===== src/sv/bdlp_pkg.sv =====
`timescale 1ns / 1ps
// ----------------------------------------------------------------------------
// Button debounce package
// Shared types and constants for the button debouncer with long-press events.
// ----------------------------------------------------------------------------
package bdlp_pkg;

   localparam int TICK_COUNT_BITS_DEFAULT = 17;

   localparam int DEBOUNCE_BITS   = 16;
   localparam int LONG_PRESS_BITS = 16;
   localparam int CSR_INDEX_BITS  = 3;
   localparam int CSR_DATA_BITS   = 16;

   localparam logic [DEBOUNCE_BITS-1:0]   CLICK_DEBOUNCE_TIME = 16'd50;
   localparam logic [LONG_PRESS_BITS-1:0] LONGCLICK_TIME      = 16'd1000;

   typedef enum logic [1:0] {
      EV_NONE    = 2'd0,
      EV_PRESS   = 2'd1,
      EV_LONG    = 2'd2,
      EV_RELEASE = 2'd3
   } event_code_type;

   typedef enum logic [CSR_INDEX_BITS-1:0] {
      CSR_DEBOUNCE_TICKS   = 3'd0,
      CSR_LONG_PRESS_TICKS = 3'd1,
      CSR_PRESSED_ON_HIGH  = 3'd2,
      CSR_PRESS_ENABLE     = 3'd3,
      CSR_LONG_ENABLE      = 3'd4,
      CSR_RELEASE_ENABLE   = 3'd5,
      CSR_LONG_CONSUMES    = 3'd6
   } csr_index_type;

endpackage


===== src/sv/bdlp_ifs.sv =====
`timescale 1ns / 1ps
// ----------------------------------------------------------------------------
// Button debounce channels
// Valid/ready channels for the sampled pin level and the reported event.
// ----------------------------------------------------------------------------
interface bdlp_req_if;
   logic valid;
   logic ready;
   logic pin_level;

   modport source (output valid, output pin_level, input ready);
   modport sink (input valid, input pin_level, output ready);
endinterface

interface bdlp_rsp_if;
   logic       valid;
   logic       ready;
   logic [1:0] event_code;
   logic       event_level;

   modport source (output valid, output event_code, output event_level, input ready);
   modport sink (input valid, input event_code, input event_level, output ready);
endinterface


===== src/sv/button_debounce_long_press_core.sv =====
`timescale 1ns / 1ps
// ----------------------------------------------------------------------------
// Button debouncer with long press
// Turns one sampled pin level per tick into press, long-press and release
// events.
// ----------------------------------------------------------------------------
// Each request beat carries the pin level sampled at one tick and produces
// exactly one response beat: no event, press, long press or release, with the
// pressed level (or its inverse for release). Events fire only once the level
// has been stable for more than debounce_ticks, and a long press fires once
// the button has stayed pressed for more than long_press_ticks after the
// press. One beat is accepted per cycle whenever the output register is empty
// or being drained; the state update is a single registered pass and the result
// sits in an output register, valid the cycle after acceptance. The user
// writes csr_ port configuration while idle; the block does not enforce it.
module button_debounce_long_press_core #(
   parameter int TICK_COUNT_BITS = bdlp_pkg::TICK_COUNT_BITS_DEFAULT
) (
   input  logic                                 clock,
   input  logic                                 reset,
   bdlp_req_if.sink                             req_chan,
   bdlp_rsp_if.source                           rsp_chan,
   input  logic                                 csr_we,
   input  logic [bdlp_pkg::CSR_INDEX_BITS-1:0]  csr_index,
   input  logic [bdlp_pkg::CSR_DATA_BITS-1:0]   csr_wdata
);

   localparam int CMP_BITS = (TICK_COUNT_BITS > bdlp_pkg::DEBOUNCE_BITS) ?
                             TICK_COUNT_BITS : bdlp_pkg::DEBOUNCE_BITS;

   logic [bdlp_pkg::DEBOUNCE_BITS-1:0]   debounce_ticks_ff;
   logic [bdlp_pkg::LONG_PRESS_BITS-1:0] long_press_ticks_ff;
   logic pressed_on_high_ff;
   logic press_enable_ff;
   logic long_enable_ff;
   logic release_enable_ff;
   logic long_consumes_ff;

   logic last_pressed_ff, last_pressed_in;
   logic timer_running_ff, timer_running_in;
   logic press_fired_ff, press_fired_in;
   logic long_fired_ff, long_fired_in;
   logic release_fired_ff, release_fired_in;
   logic [TICK_COUNT_BITS-1:0] elapsed_ff, elapsed_in;

   logic                 rsp_valid_ff;
   bdlp_pkg::event_code_type event_code_ff, event_code_in;
   logic                 event_level_ff, event_level_in;

   logic                       accept;
   logic                       pressed;
   logic                       changed;
   logic [TICK_COUNT_BITS-1:0] elapsed_inc;
   logic [CMP_BITS-1:0]        elapsed_cmp;
   logic                       debounced;
   logic                       long_due;

   assign req_chan.ready       = !rsp_valid_ff || rsp_chan.ready;
   assign accept               = req_chan.valid && req_chan.ready;
   assign rsp_chan.valid       = rsp_valid_ff;
   assign rsp_chan.event_code  = event_code_ff;
   assign rsp_chan.event_level = event_level_ff;

   always_ff @(posedge clock) begin
      if (reset) begin
         debounce_ticks_ff   <= bdlp_pkg::CLICK_DEBOUNCE_TIME;
         long_press_ticks_ff <= bdlp_pkg::LONGCLICK_TIME;
         pressed_on_high_ff  <= 1'b0;
         press_enable_ff     <= 1'b1;
         long_enable_ff      <= 1'b1;
         release_enable_ff   <= 1'b1;
         long_consumes_ff    <= 1'b1;
      end else if (csr_we) begin
         case (csr_index)
            bdlp_pkg::CSR_DEBOUNCE_TICKS:   debounce_ticks_ff <= csr_wdata;
            bdlp_pkg::CSR_LONG_PRESS_TICKS: long_press_ticks_ff <= csr_wdata;
            bdlp_pkg::CSR_PRESSED_ON_HIGH:  pressed_on_high_ff <= csr_wdata[0];
            bdlp_pkg::CSR_PRESS_ENABLE:     press_enable_ff <= csr_wdata[0];
            bdlp_pkg::CSR_LONG_ENABLE:      long_enable_ff <= csr_wdata[0];
            bdlp_pkg::CSR_RELEASE_ENABLE:   release_enable_ff <= csr_wdata[0];
            bdlp_pkg::CSR_LONG_CONSUMES:    long_consumes_ff <= csr_wdata[0];
            default: ;
         endcase
      end
   end

   assign pressed     = (req_chan.pin_level == pressed_on_high_ff);
   assign changed     = (pressed != last_pressed_ff);
   assign elapsed_inc = (&elapsed_ff) ? elapsed_ff : elapsed_ff + 1'b1;
   assign elapsed_cmp = CMP_BITS'(elapsed_inc);
   assign debounced   = timer_running_ff && !changed &&
                        (elapsed_cmp > CMP_BITS'(debounce_ticks_ff));
   assign long_due    = long_enable_ff && !long_fired_ff &&
                        (elapsed_cmp > CMP_BITS'(long_press_ticks_ff));

   always_comb begin
      last_pressed_in  = pressed;
      timer_running_in = timer_running_ff;
      press_fired_in   = press_fired_ff;
      long_fired_in    = long_fired_ff;
      release_fired_in = release_fired_ff;
      elapsed_in       = elapsed_inc;
      event_code_in    = bdlp_pkg::EV_NONE;

      if (debounced) begin
         if (pressed) begin
            if (!press_fired_ff) begin
               if (!long_fired_ff && press_enable_ff) begin
                  event_code_in = bdlp_pkg::EV_PRESS;
               end
               if (!long_enable_ff) begin
                  timer_running_in = 1'b0;
               end
               press_fired_in   = 1'b1;
               long_fired_in    = 1'b0;
               release_fired_in = 1'b0;
               elapsed_in       = '0;
            end else if (long_due) begin
               event_code_in = bdlp_pkg::EV_LONG;
               if (long_consumes_ff) begin
                  press_fired_in   = 1'b0;
                  long_fired_in    = 1'b1;
                  release_fired_in = 1'b0;
               end
               timer_running_in = 1'b0;
            end
         end else begin
            if (!press_fired_ff && !long_fired_ff) begin
               timer_running_in = 1'b0;
            end else if (!release_fired_ff && !long_fired_ff && press_fired_ff) begin
               if (release_enable_ff) begin
                  event_code_in = bdlp_pkg::EV_RELEASE;
               end
               timer_running_in = 1'b0;
               press_fired_in   = 1'b0;
               long_fired_in    = 1'b0;
               release_fired_in = 1'b1;
            end
         end
      end

      if (changed) begin
         elapsed_in       = '0;
         timer_running_in = 1'b1;
      end

      case (event_code_in)
         bdlp_pkg::EV_PRESS,
         bdlp_pkg::EV_LONG:    event_level_in = pressed_on_high_ff;
         bdlp_pkg::EV_RELEASE: event_level_in = !pressed_on_high_ff;
         default:              event_level_in = 1'b0;
      endcase
   end

   always_ff @(posedge clock) begin
      if (reset) begin
         last_pressed_ff  <= 1'b0;
         timer_running_ff <= 1'b0;
         press_fired_ff   <= 1'b0;
         long_fired_ff    <= 1'b0;
         release_fired_ff <= 1'b0;
         elapsed_ff       <= '0;
         rsp_valid_ff     <= 1'b0;
      end else begin
         if (accept) begin
            last_pressed_ff  <= last_pressed_in;
            timer_running_ff <= timer_running_in;
            press_fired_ff   <= press_fired_in;
            long_fired_ff    <= long_fired_in;
            release_fired_ff <= release_fired_in;
            elapsed_ff       <= elapsed_in;
            rsp_valid_ff     <= 1'b1;
         end else if (rsp_chan.ready) begin
            rsp_valid_ff <= 1'b0;
         end
      end
   end

   always_ff @(posedge clock) begin
      if (accept) begin
         event_code_ff  <= event_code_in;
         event_level_ff <= event_level_in;
      end
   end

endmodule


===== src/flat_wrapper.sv =====
// flat-port wrapper written by rule: the top's interface ports become plain ports
module button_debounce_long_press_core_flat 
#(
   parameter int TICK_COUNT_BITS = bdlp_pkg::TICK_COUNT_BITS_DEFAULT
)
  (clock, reset, csr_we, csr_index, csr_wdata, req_chan_valid, req_chan_pin_level, req_chan_ready, rsp_chan_valid, rsp_chan_event_code, rsp_chan_event_level, rsp_chan_ready);
  bdlp_req_if req_chan_i ();
  bdlp_rsp_if rsp_chan_i ();
  input  logic clock;
  input  logic reset;
  input  logic csr_we;
  input  logic [bdlp_pkg::CSR_INDEX_BITS-1:0] csr_index;
  input  logic [bdlp_pkg::CSR_DATA_BITS-1:0] csr_wdata;
  input wire logic [$bits(req_chan_i.valid)-1:0] req_chan_valid;
  input wire logic [$bits(req_chan_i.pin_level)-1:0] req_chan_pin_level;
  output wire logic [$bits(req_chan_i.ready)-1:0] req_chan_ready;
  output wire logic [$bits(rsp_chan_i.valid)-1:0] rsp_chan_valid;
  output wire logic [$bits(rsp_chan_i.event_code)-1:0] rsp_chan_event_code;
  output wire logic [$bits(rsp_chan_i.event_level)-1:0] rsp_chan_event_level;
  input wire logic [$bits(rsp_chan_i.ready)-1:0] rsp_chan_ready;
  assign req_chan_i.valid = req_chan_valid;
  assign req_chan_i.pin_level = req_chan_pin_level;
  assign req_chan_ready = req_chan_i.ready;
  assign rsp_chan_valid = rsp_chan_i.valid;
  assign rsp_chan_event_code = rsp_chan_i.event_code;
  assign rsp_chan_event_level = rsp_chan_i.event_level;
  assign rsp_chan_i.ready = rsp_chan_ready;
  button_debounce_long_press_core #(.TICK_COUNT_BITS(TICK_COUNT_BITS)) u_core (.clock(clock), .reset(reset), .req_chan(req_chan_i), .rsp_chan(rsp_chan_i), .csr_we(csr_we), .csr_index(csr_index), .csr_wdata(csr_wdata));
endmodule

===== config.mk =====
export PLATFORM = sky130hd
export DESIGN_NAME = button_debounce_long_press_core_flat
export DESIGN_NICKNAME = d
export VERILOG_FILES = /design/src/sv/bdlp_pkg.sv /design/src/sv/bdlp_ifs.sv /design/src/sv/button_debounce_long_press_core.sv /design/src/flat_wrapper.sv
export SDC_FILE = /design/constraint.sdc
export NUM_CORES = 1
export LEC_CHECK = 0
export ABC_AREA = 1
export BUFFER_PORTS_ARGS = -buffer_cell sky130_fd_sc_hd__buf_2
export CORE_MARGIN = 10
export CORE_UTILIZATION = 55
export CTS_CLUSTER_SIZE = 25
export DETAILED_ROUTE_END_ITERATION = 10
export PLACE_DENSITY = 0.73
export SYNTH_ARGS = -nofsm -noshare
export SYNTH_HDL_FRONTEND = slang
export SYNTH_SLANG_ARGS = --single-unit

===== constraint.sdc =====
create_clock -name clock -period 4.38 [get_ports clock]
set_input_delay 0.219 -clock clock [delete_from_list [all_inputs] [get_ports clock]]
set_output_delay 0.219 -clock clock [all_outputs]
set_load 0.005 [all_outputs]

==> impl_metrics.toml, run 1 <==
[clocking]
cts_num_sinks = 63
cts_setup_buffers = 0
htree_levels = 3
cts_tree = "done"
cts.clk_slew.worst_paths_ps = 70
insertion_delay_ps = 350
ctsResizeCount = 0
clock_tree.root_cell = "clkbuf_8"
clockBufferDepth = 2
hold_buffers = 0
cts_buffers = 9

[cells_and_area]
final_cell_mix = "nand2_1 (105), inv_1 (62), dfxtp_1 (60)"
layout-drive-gt1-share_pct = 17.1
seqCellArea_um2 = 1290
mostFrequentLayoutCell = "nand2_1"
postLayoutCellArea_um2 = 4230
nNetsFinal = 593
diodes = 0
fillCellCount = 607
final_util_pct = 62.2
multi_input_area_um2 = 2220
synthToLayoutAreaGrowth_pct = 10.3

[synth]
synth_seq_cells = 63
syn_area_um2 = 3830
syn_nets = 566
ys_types = 38
ys_warn_count = 0
seq_area_frac_synth_pct = 33.7
synth.avg_cell_area_um2 = 7.57
syn_inst = 506

[min_path]
worstHoldPathCells = 3
hold_path.class = "input port to flip-flop"

[timing]
worst_pin_slew_ps = 915
setup_viol = 0
grt_setup_unrepaired = "no"
post-route-min-period_ps = 3830
period_share_pct = 87.4
fin_skew_ps = 10.1
tns_ps = 0
fmax_mhz = 261
hold_viol = 0
drv_slew = 0
relSlewSlack_pct = 39.0

[placement]
placed_cell_area_um2 = 4040
gp_congestion = 0.909
port_buffers = 29
place_hpwl_um = 6810

[global_routing]
grt_pass1_wl_um = 14800
grt_max_degree = 37
antenna_found_initial = 0
grt_overflow = 0
grt_pass1_vias = 3188
grt_use_total_pct = 17.7

[power_and_ir_drop]
powerDensity_nw_per_um2 = 287
power.leakage_uw = 0.00186
ir_worst_vdd_uv = 202

[worst_setup_path]
cp_max_fo = 10
reg2regPathDepth = 21
path_class = "flip-flop to flip-flop"
end_kind = "flip-flop"
critical_path.startpoint_type = "flip-flop"
critPathMaxStageDelay_ps = 420
crit_family = "simple AND/OR/NAND/NOR gates"
cp.depth = 21
cp.required_ps = 4490
cp_cell_sequence = "ha_1, nand2_2, nor2_4, nand2_2, nor2_4, inv_2, nor2_8, inv_4, nand2_2, xnor2_1, ha_1, nand2_1, inv_1, nand2_1, nor2_1, and3_1, a21oi_4, nand2_1, a21oi_1, ha_1, mux2_2"
worst_ep_arrival_time_ps = 3940
cpMaxStageDelayCell = "dfxtp_1"
critical_path_buf_inv_count = 3

[die]
initial_core_util_pct = 56.4
rows = 30
die_h_um = 103
die_x_um = 103
die-area_um2 = 10700
core_um2 = 6790
boundaryPins = 30

[route]
drc_errors = 0
wl_per_cell_um = 14.1
ant_nets = 0
wl_um = 8920
vias = 3349
firstDrtPassIters = 5
via_per_inst = 5.28
drt-initial-drc-count = 225

[outcome]
status = "finished clean"

[flow_run]
maxCapViolCount = 0
-- where the power goes --
| part | switching (uW) | internal [uW] | total [uW] | leakage [uW] |
|---|---|---|---|---|
| combinational | 76.2 | 37.3 | 113 | 0.00124 |
| clock | 238 | 261 | 498 | 0.0000960 |
| sequential | 7.30 | 594 | 601 | 0.000518 |
| total | 321 | 892 | 1210 | 0.00186 |
-- flip-flops by register name (all words and copies together) (netlist names), 2 cells and up --
signal and flops:
u_core.debounce_ticks_ff 16, u_core.elapsed_ff 17, u_core.long_press_ticks_ff 16, u_core.rsp_chan.event_code 2
-- Yosys cell counts --
library cell	instances	area (um^2)
edfxtp_1	3	90.1
nor2_1	34	128
a21o_1	2	15.0
nand3b_1	3	22.5
clkbuf_1	10	37.5
inv_1	62	233
and3_1	1	6.26
a21oi_4	1	16.3
nand2_1	105	394
a21oi_1	50	250
mux2_2	1	11.3
buf_1	1	3.75
ha_1	35	438
nand2_2	5	31.3
buf_2	2	10.0
o21a_1	1	7.51
o211ai_1	9	67.6
o21ai_0	31	155
dfxtp_1	60	1200
nor3_1	6	30.0
xor2_1	8	70.1
a21oi_2	13	114
nand2_4	1	11.3
nor2_4	3	33.8
nand3_1	20	100
xnor2_1	5	43.8
inv_2	3	11.3
nor4_1	3	18.8
nor2_8	1	20.0
nand4_1	5	31.3
buf_8	1	15.0
nor3_2	2	20.0
nand3_4	1	17.5
inv_4	1	6.26
nor2_2	2	12.5
nand4_4	1	21.3
o311ai_0	2	17.5
nand3_2	12	120
-- worst reg2reg max path: cells and delay by family (launching register included) --
kind	cells	cell delay [ps]
buf+inv	3	230
fa+ha+maj	3	840
compound gates	2	420
xor+xnor	1	200
flops	1	420
mux	1	260
simple gates	11	1200
-- per-stage QoR --
step,cells,total power (uW),setup slack (ps),hold slack (ps)
global placement,618,723,741,448
floorplan,506,689,956,349
CTS,634,1220,590,80.4
global route,634,1260,168,99.0
detailed placement,618,727,604,453
finish,634,1210,551,91.4
-- area by class of cell --
class / instances / area share [%]
multi-input combinational: 363 / 52.6
sequential: 63 / 30.5
inverter: 66 / 5.92
timing repair buffer: 30 / 3.61
clock buffer: 10 / 3.02
tap: 96 / 2.84
clock inverter: 6 / 1.45
-- metal layers --
metal | vias up | GRT usage, % | share of wire [%]
met5 | - | 0 | 0
met3 | 26 | 4.12 | 5.3
met2 | 83 | 26.8 | 44
li1 | 1727 | - | -
met1 | 1513 | 23.0 | 48
met4 | 0 | 8.98 | 2.8
-- cell families (layout without fill, tap and decap cells) --
logic type / count (synthesis) / after routing / synth area share [%]
compound gates: 109 / 109 / 16.8
xor+xnor: 13 / 13 / 2.97
fa+ha+maj: 35 / 35 / 11.4
buf+inv: 80 / 112 / 8.26
flops: 63 / 63 / 33.7
mux: 1 / 1 / 0.294
simple gates: 205 / 205 / 26.6
-- path summary, 6_finish.rpt --
path | start | to | slack, ps
max | u_core.elapsed_ff[1]$_SDFFE_PP0P_ | u_core.rsp_chan.event_level$_DFFE_PP_ | 550
min | csr_wdata[3] | u_core.long_press_ticks_ff[3]$_SDFFE_PP1P_ | 90
max reg2reg | u_core.elapsed_ff[1]$_SDFFE_PP0P_ | u_core.rsp_chan.event_level$_DFFE_PP_ | 550
min reg2reg | u_core.release_fired_ff$_SDFFE_PP0P_ | u_core.release_fired_ff$_SDFFE_PP0P_ | 470
Note: power is estimated with default switching activity, not from simulation.
==> run 2: changes to the inputs <==
--- a/config.mk
+++ b/config.mk
@@ -11,7 +11,7 @@
 export CORE_UTILIZATION = 55
 export CTS_CLUSTER_SIZE = 25
 export DETAILED_ROUTE_END_ITERATION = 10
-export PLACE_DENSITY = 0.73
+export PLACE_DENSITY_LB_ADDON = 0.15
 export SYNTH_ARGS = -nofsm -noshare
 export SYNTH_HDL_FRONTEND = slang
 export SYNTH_SLANG_ARGS = --single-unit
==> run 2 against run 1 <==
  * Combinational power is essentially flat
  * Critical endpoint unchanged
  * Fmax about the same
  * Total power is 1.9% lower
  * Core utilization fell by 0.074 points
  * Count of clock-buffer cells in the layout increased by 1
  * Wire length decreased by 1.3%
  * Clock skew decreased by 1.1 ps
  * Highest routed layer unchanged
==> impl_metrics.toml, run 2 (synthesis results as in run 1) <==
[timing]
worst_pin_slew_ps = 927
setup_slack_ps = 553
grt_setup_unrepaired = "no"
drv_slew = 0
fmax_mhz = 261
hold_viol = 0
setup_viol = 0
relSlewSlack_pct = 38.1
fin_skew_ps = 9.06
whs_ps = 94.6
tns_ps = 0
period_share_pct = 87.4
post-route-min-period_ps = 3830

[die]
die_x_um = 103
rows = 30
boundaryPins = 30
die-area_um2 = 10700
die_h_um = 103
core_um2 = 6790
initial_core_util_pct = 56.4

[global_routing]
grt_overflow = 0
grt_max_degree = 37
grt_pass1_vias = 3100
grt_use_total_pct = 17.5
grt_pass1_wl_um = 14700
antenna_found_initial = 0

[outcome]
status = "finished clean"

[clocking]
cts_tree = "done"
clock_tree.root_cell = "clkbuf_8"
hold_buffers = 0
htree_levels = 3
insertion_delay_ps = 350
cts_setup_buffers = 0
ctsResizeCount = 0
clockBufferDepth = 2
cts_num_sinks = 63
cts.clk_slew.worst_paths_ps = 80
cts_buffers = 9

[worst_setup_path]
critical_path.startpoint_type = "flip-flop"
cp_max_fo = 10
cp.required_ps = 4480
rrSetupSlack_ps = 550
end_kind = "flip-flop"
path_class = "flip-flop to flip-flop"
worst_ep_arrival_time_ps = 3930

[power_and_ir_drop]
total_power_uw = 1190
pwr-share-clk_pct = 40.1
powerDensity_nw_per_um2 = 282
p_sw_share_pct = 27.3
p_int_uw = 865
seq_power_share_pct = 50.5
ir_worst_vdd_uv = 225
comb_power_share_pct = 9.4
switching_power_uw = 325
power.leakage_uw = 0.00185

[cells_and_area]
fillCellCount = 616
synthToLayoutAreaGrowth_pct = 10.2
reg_top3 = "u_core.elapsed_ff x17, u_core.debounce_ticks_ff x16, u_core.long_press_ticks_ff x16"
diodes = 0
layout-drive-gt1-share_pct = 17.3
mostFrequentLayoutCell = "nand2_1"
largest_reg_flops = 17
regMostFlops = "u_core.elapsed_ff"
nNetsFinal = 593
final_cell_mix = "nand2_1 (105), inv_1 (62), dfxtp_1 (60)"

[min_path]
hold_path.class = "input port to flip-flop"

[route]
drt-initial-drc-count = 220
wl_um = 8800
firstDrtPassIters = 5
drc_errors = 0
ant_nets = 0
vias = 3390
wl_per_cell_um = 13.9
via_per_inst = 5.35

[placement]
place_hpwl_um = 6660
dp_worst_setup_slack_ps = 574
gp_congestion = 0.896
port_buffers = 29

[flow_run]
maxCapViolCount = 0
[run 2: path summary, 6_finish.rpt]
kind,from,to,cells past startpoint
max,u_core.elapsed_ff[1]$_SDFFE_PP0P_,u_core.rsp_chan.event_level$_DFFE_PP_,24
min,csr_wdata[6],u_core.long_press_ticks_ff[6]$_SDFFE_PP1P_,3
max reg2reg,u_core.elapsed_ff[1]$_SDFFE_PP0P_,u_core.rsp_chan.event_level$_DFFE_PP_,24
min reg2reg,u_core.release_fired_ff$_SDFFE_PP0P_,u_core.release_fired_ff$_SDFFE_PP0P_,2
[run 2: layout make-up]
type / instances / area, um^2 / share of cell area, %
repair buffers: 30 / 153 / 3.61
multi-input cells: 363 / 2220 / 52.7
inverters: 66 / 250 / 5.93
clock inverters: 5 / 32.5 / 0.770
flip-flops and latches: 63 / 1290 / 30.6
clock buffers: 11 / 151 / 3.59
well taps: 96 / 120 / 2.84
[run 2: power by group through the flow]
stage	logic (uW)	registers, uW	clock network (uW)
floorplan	76.8	612	0
global placement	109	613	0
detailed placement	111	614	0
CTS	112	601	480
global route	129	602	501
finish	112	601	476
[run 2: routing by layer]
layer / GRT usage (%) / vias up / share of wire, %
met2: 27.6 / 85 / 45
met1: 23.4 / 1556 / 50
met3: 3.19 / 12 / 3.9
met4: 6.20 / 0 / 1.5
li1: - / 1737 / -
met5: 0 / - / 0
[run 2: critical path, stage by stage, from the launching register on]
cell      delay (ps)
dfxtp_1          430
ha_1             270
nand2_2          100
nor2_4           140
nand2_2          100
nor2_4           150
inv_2             90
nor2_8           150
inv_4             80
nand2_2           80
nor2_1            50
xor2_1           180
ha_1             330
nand2_1           50
nor2_1           160
nand3b_1         100
nand3_1           90
nand2_1           50
nand2_1           60
nand2_1           60
nand2_2           80
nand3_1           70
a21oi_1          210
ha_1             260
mux2_2           260
[run 2: through the flow]
| step | util (%) | instances | cell area [um^2] |
|---|---|---|---|
| after floorplan | - | 506 | 3830 |
| after global placement | 59.4 | 618 | 4040 |
| after detailed placement | 59.4 | 618 | 4040 |
| after CTS | 62.2 | 634 | 4220 |
| after global routing | 62.2 | 634 | 4220 |
| final | 62.2 | 634 | 4220 |
==> run 3: changes to the inputs <==
--- a/config.mk
+++ b/config.mk
@@ -6,7 +6,7 @@
 export NUM_CORES = 1
 export LEC_CHECK = 0
 export ABC_AREA = 1
-export BUFFER_PORTS_ARGS = -buffer_cell sky130_fd_sc_hd__buf_2
+export BUFFER_PORTS_ARGS = -buffer_cell sky130_fd_sc_hd__buf_4
 export CORE_MARGIN = 10
 export CORE_UTILIZATION = 55
 export CTS_CLUSTER_SIZE = 25
==> constraint.sdc (replaced) <==
create_clock -name clock -period 4.38 [get_ports clock]
set_input_delay 1.314 -clock clock [delete_from_list [all_inputs] [get_ports clock]]
set_output_delay 1.314 -clock clock [all_outputs]
set_load 0.005 [all_outputs]
==> run 3 against run 2 <==
  * Combinational power grew 9.8%
  * Sequential cell count is the same
  * Count of clock-buffer cells in the layout grew 1
  * Via count shrank 0.59%
  * Non-clock buffer count grew 4
  * Design area grew 2.9%
  * Largest power group unchanged
==> impl_metrics.toml, run 3 (synthesis results as in run 1) <==
[cells_and_area]
mostFrequentLayoutCell = "nand2_1"
synthToLayoutAreaGrowth_pct = 13.4
largest_reg_flops = 17
multi_input_area_um2 = 2220
diodes = 0
final_cell_mix = "nand2_1 (105), inv_1 (62), dfxtp_1 (60)"
regMostFlops = "u_core.elapsed_ff"
nNetsFinal = 597
layout-drive-gt1-share_pct = 17.3
reg_top3 = "u_core.elapsed_ff x17, u_core.debounce_ticks_ff x16, u_core.long_press_ticks_ff x16"
seqCellArea_um2 = 1290
fillCellCount = 589
postLayoutCellArea_um2 = 4350

[placement]
placed_cell_area_um2 = 4140
place_hpwl_um = 6830
port_buffers = 29
gp_congestion = 0.941

[worst_setup_path]
cp.required_ps = 4480
cp_cell_sequence = "ha_1, nand2_2, nor2_4, nand2_2, nor2_4, inv_2, nor2_8, inv_4, nand2_2, xnor2_1, ha_1, nand2_1, inv_1, nand2_1, nor2_1, and3_1, a21oi_4, nand2_1, a21oi_1, ha_1, mux2_2"
critical_path.startpoint_type = "flip-flop"
rrSetupSlack_ps = 600
r2r_end = "u_core.rsp_chan.event_level$_DFFE_PP_"
worst_ep_arrival_time_ps = 3880
endpoint = "u_core.rsp_chan.event_level$_DFFE_PP_"
cpMaxStageDelayCell = "dfxtp_1"
r2r-start = "u_core.elapsed_ff[0]$_SDFFE_PP0P_"
critPathMaxStageDelay_ps = 440
path_class = "flip-flop to flip-flop"
end_kind = "flip-flop"
critPathLaunch = "u_core.elapsed_ff[0]$_SDFFE_PP0P_"
reg2regPathDepth = 21
cp_max_fo = 10

[global_routing]
grt_use_met2_pct = 28.4
antenna_found_initial = 0
grt_use_total_pct = 18.3
grtUsageMet3_pct = 5.12
grt_pass1_vias = 3236
busiest_layer = "met2"
grt_max_degree = 37
grt.met1_usage_pct = 23.7
grt_pass1_wl_um = 15300
grt_overflow = 0

[route]
wl_per_cell_um = 14.1
drc_errors = 0
via_per_inst = 5.28
wl_um = 9000
ant_nets = 0
firstDrtPassIters = 5
drt-initial-drc-count = 190
vias = 3370

[die]
boundaryPins = 30
rows = 30
die_x_um = 103
die_h_um = 103
die-area_um2 = 10700
initial_core_util_pct = 56.4
core_um2 = 6790

[timing]
tns_ps = 0
post-route-min-period_ps = 3780
fmax_mhz = 264
period_share_pct = 86.4
setup_viol = 0
fin_skew_ps = 8.91
relSlewSlack_pct = 40.1
hold_viol = 0
worst_pin_slew_ps = 898
drv_slew = 0
grt_setup_unrepaired = "no"

[clocking]
cts_tree = "done"
ctsResizeCount = 0
cts.clk_slew.worst_paths_ps = 70
insertion_delay_ps = 340
clock_tree.root_cell = "clkbuf_8"
hold_buffers = 0
clockBufferDepth = 2
cts_setup_buffers = 0
cts_buffers = 9
htree_levels = 3
cts_num_sinks = 63

[flow_run]
maxCapViolCount = 0

[power_and_ir_drop]
powerDensity_nw_per_um2 = 292
ir_worst_vdd_uv = 230
power.leakage_uw = 0.00191

[min_path]
min_from = "u_core.release_fired_ff$_SDFFE_PP0P_"
hold_path.class = "flip-flop to flip-flop"
worstHoldPathCells = 2

[outcome]
status = "finished clean"
[run 3: changes by cell type in the layout (fill, tap and decap cells not counted)]
cell	delta
clkbuf_1	+3
buf_2	-29
clkbuf_8	-2
buf_4	+33
clkinvlp_4	-3
bufinv_16	+2
[run 3: worst max-delay path: cells and delay by family (launching register included)]
family	cells	cell delay [ps]
fa+ha+maj	3	830
buf+inv	3	230
mux	1	260
simple gates	11	1190
flops	1	440
xor+xnor	1	190
compound gates	2	410
[run 3: layout make-up]
type | count | area share (%)
tap | 96 | 2.76
clock inverter | 4 | 1.61
timing repair buffer | 34 | 5.87
inverter | 66 | 5.76
clock buffer | 12 | 3.11
sequential | 63 | 29.7
multi-input combinational | 363 | 51.2
[run 3: through the flow]
| stage | utilization, % | power (uW) | cells | hold slack [ps] | setup slack, ps |
|---|---|---|---|---|---|
| after floorplan | - | 689 | 506 | 435 | 899 |
| after global placement | 61.0 | 733 | 622 | 451 | 746 |
| after detailed placement | 61.0 | 736 | 622 | 455 | 635 |
| after CTS | 64.0 | 1280 | 638 | 464 | 613 |
| after global routing | 64.0 | 1320 | 638 | 477 | 238 |
| final | 64.0 | 1270 | 638 | 463 | 596 |
[run 3: layer usage]
metal	vias to the layer above	wire length (um)
met3	21	456
met5	-	0
met4	0	155
li1	1736	-
met1	1528	4260
met2	85	4140
[run 3: report_power, final]
part,switching [uW],total [uW],internal (uW)
combinational,76.1,123,46.9
clock,225,544,319
sequential,7.36,601,594
[run 3: worst min path at each step]
stage	endpoint	slack (ps)
6_report	u_core.release_fired_ff$_SDFFE_PP0P_	460
5_1_grt	u_core.release_fired_ff$_SDFFE_PP0P_	480
4_1_cts	u_core.long_press_ticks_ff[11]$_SDFFE_PP0P_	460
3_5_place_dp	u_core.long_press_ticks_ff[11]$_SDFFE_PP0P_	460
3_3_place_gp	u_core.timer_running_ff$_SDFFE_PP0P_	450
2_1_floorplan	u_core.debounce_ticks_ff[10]$_SDFFE_PP0P_	440
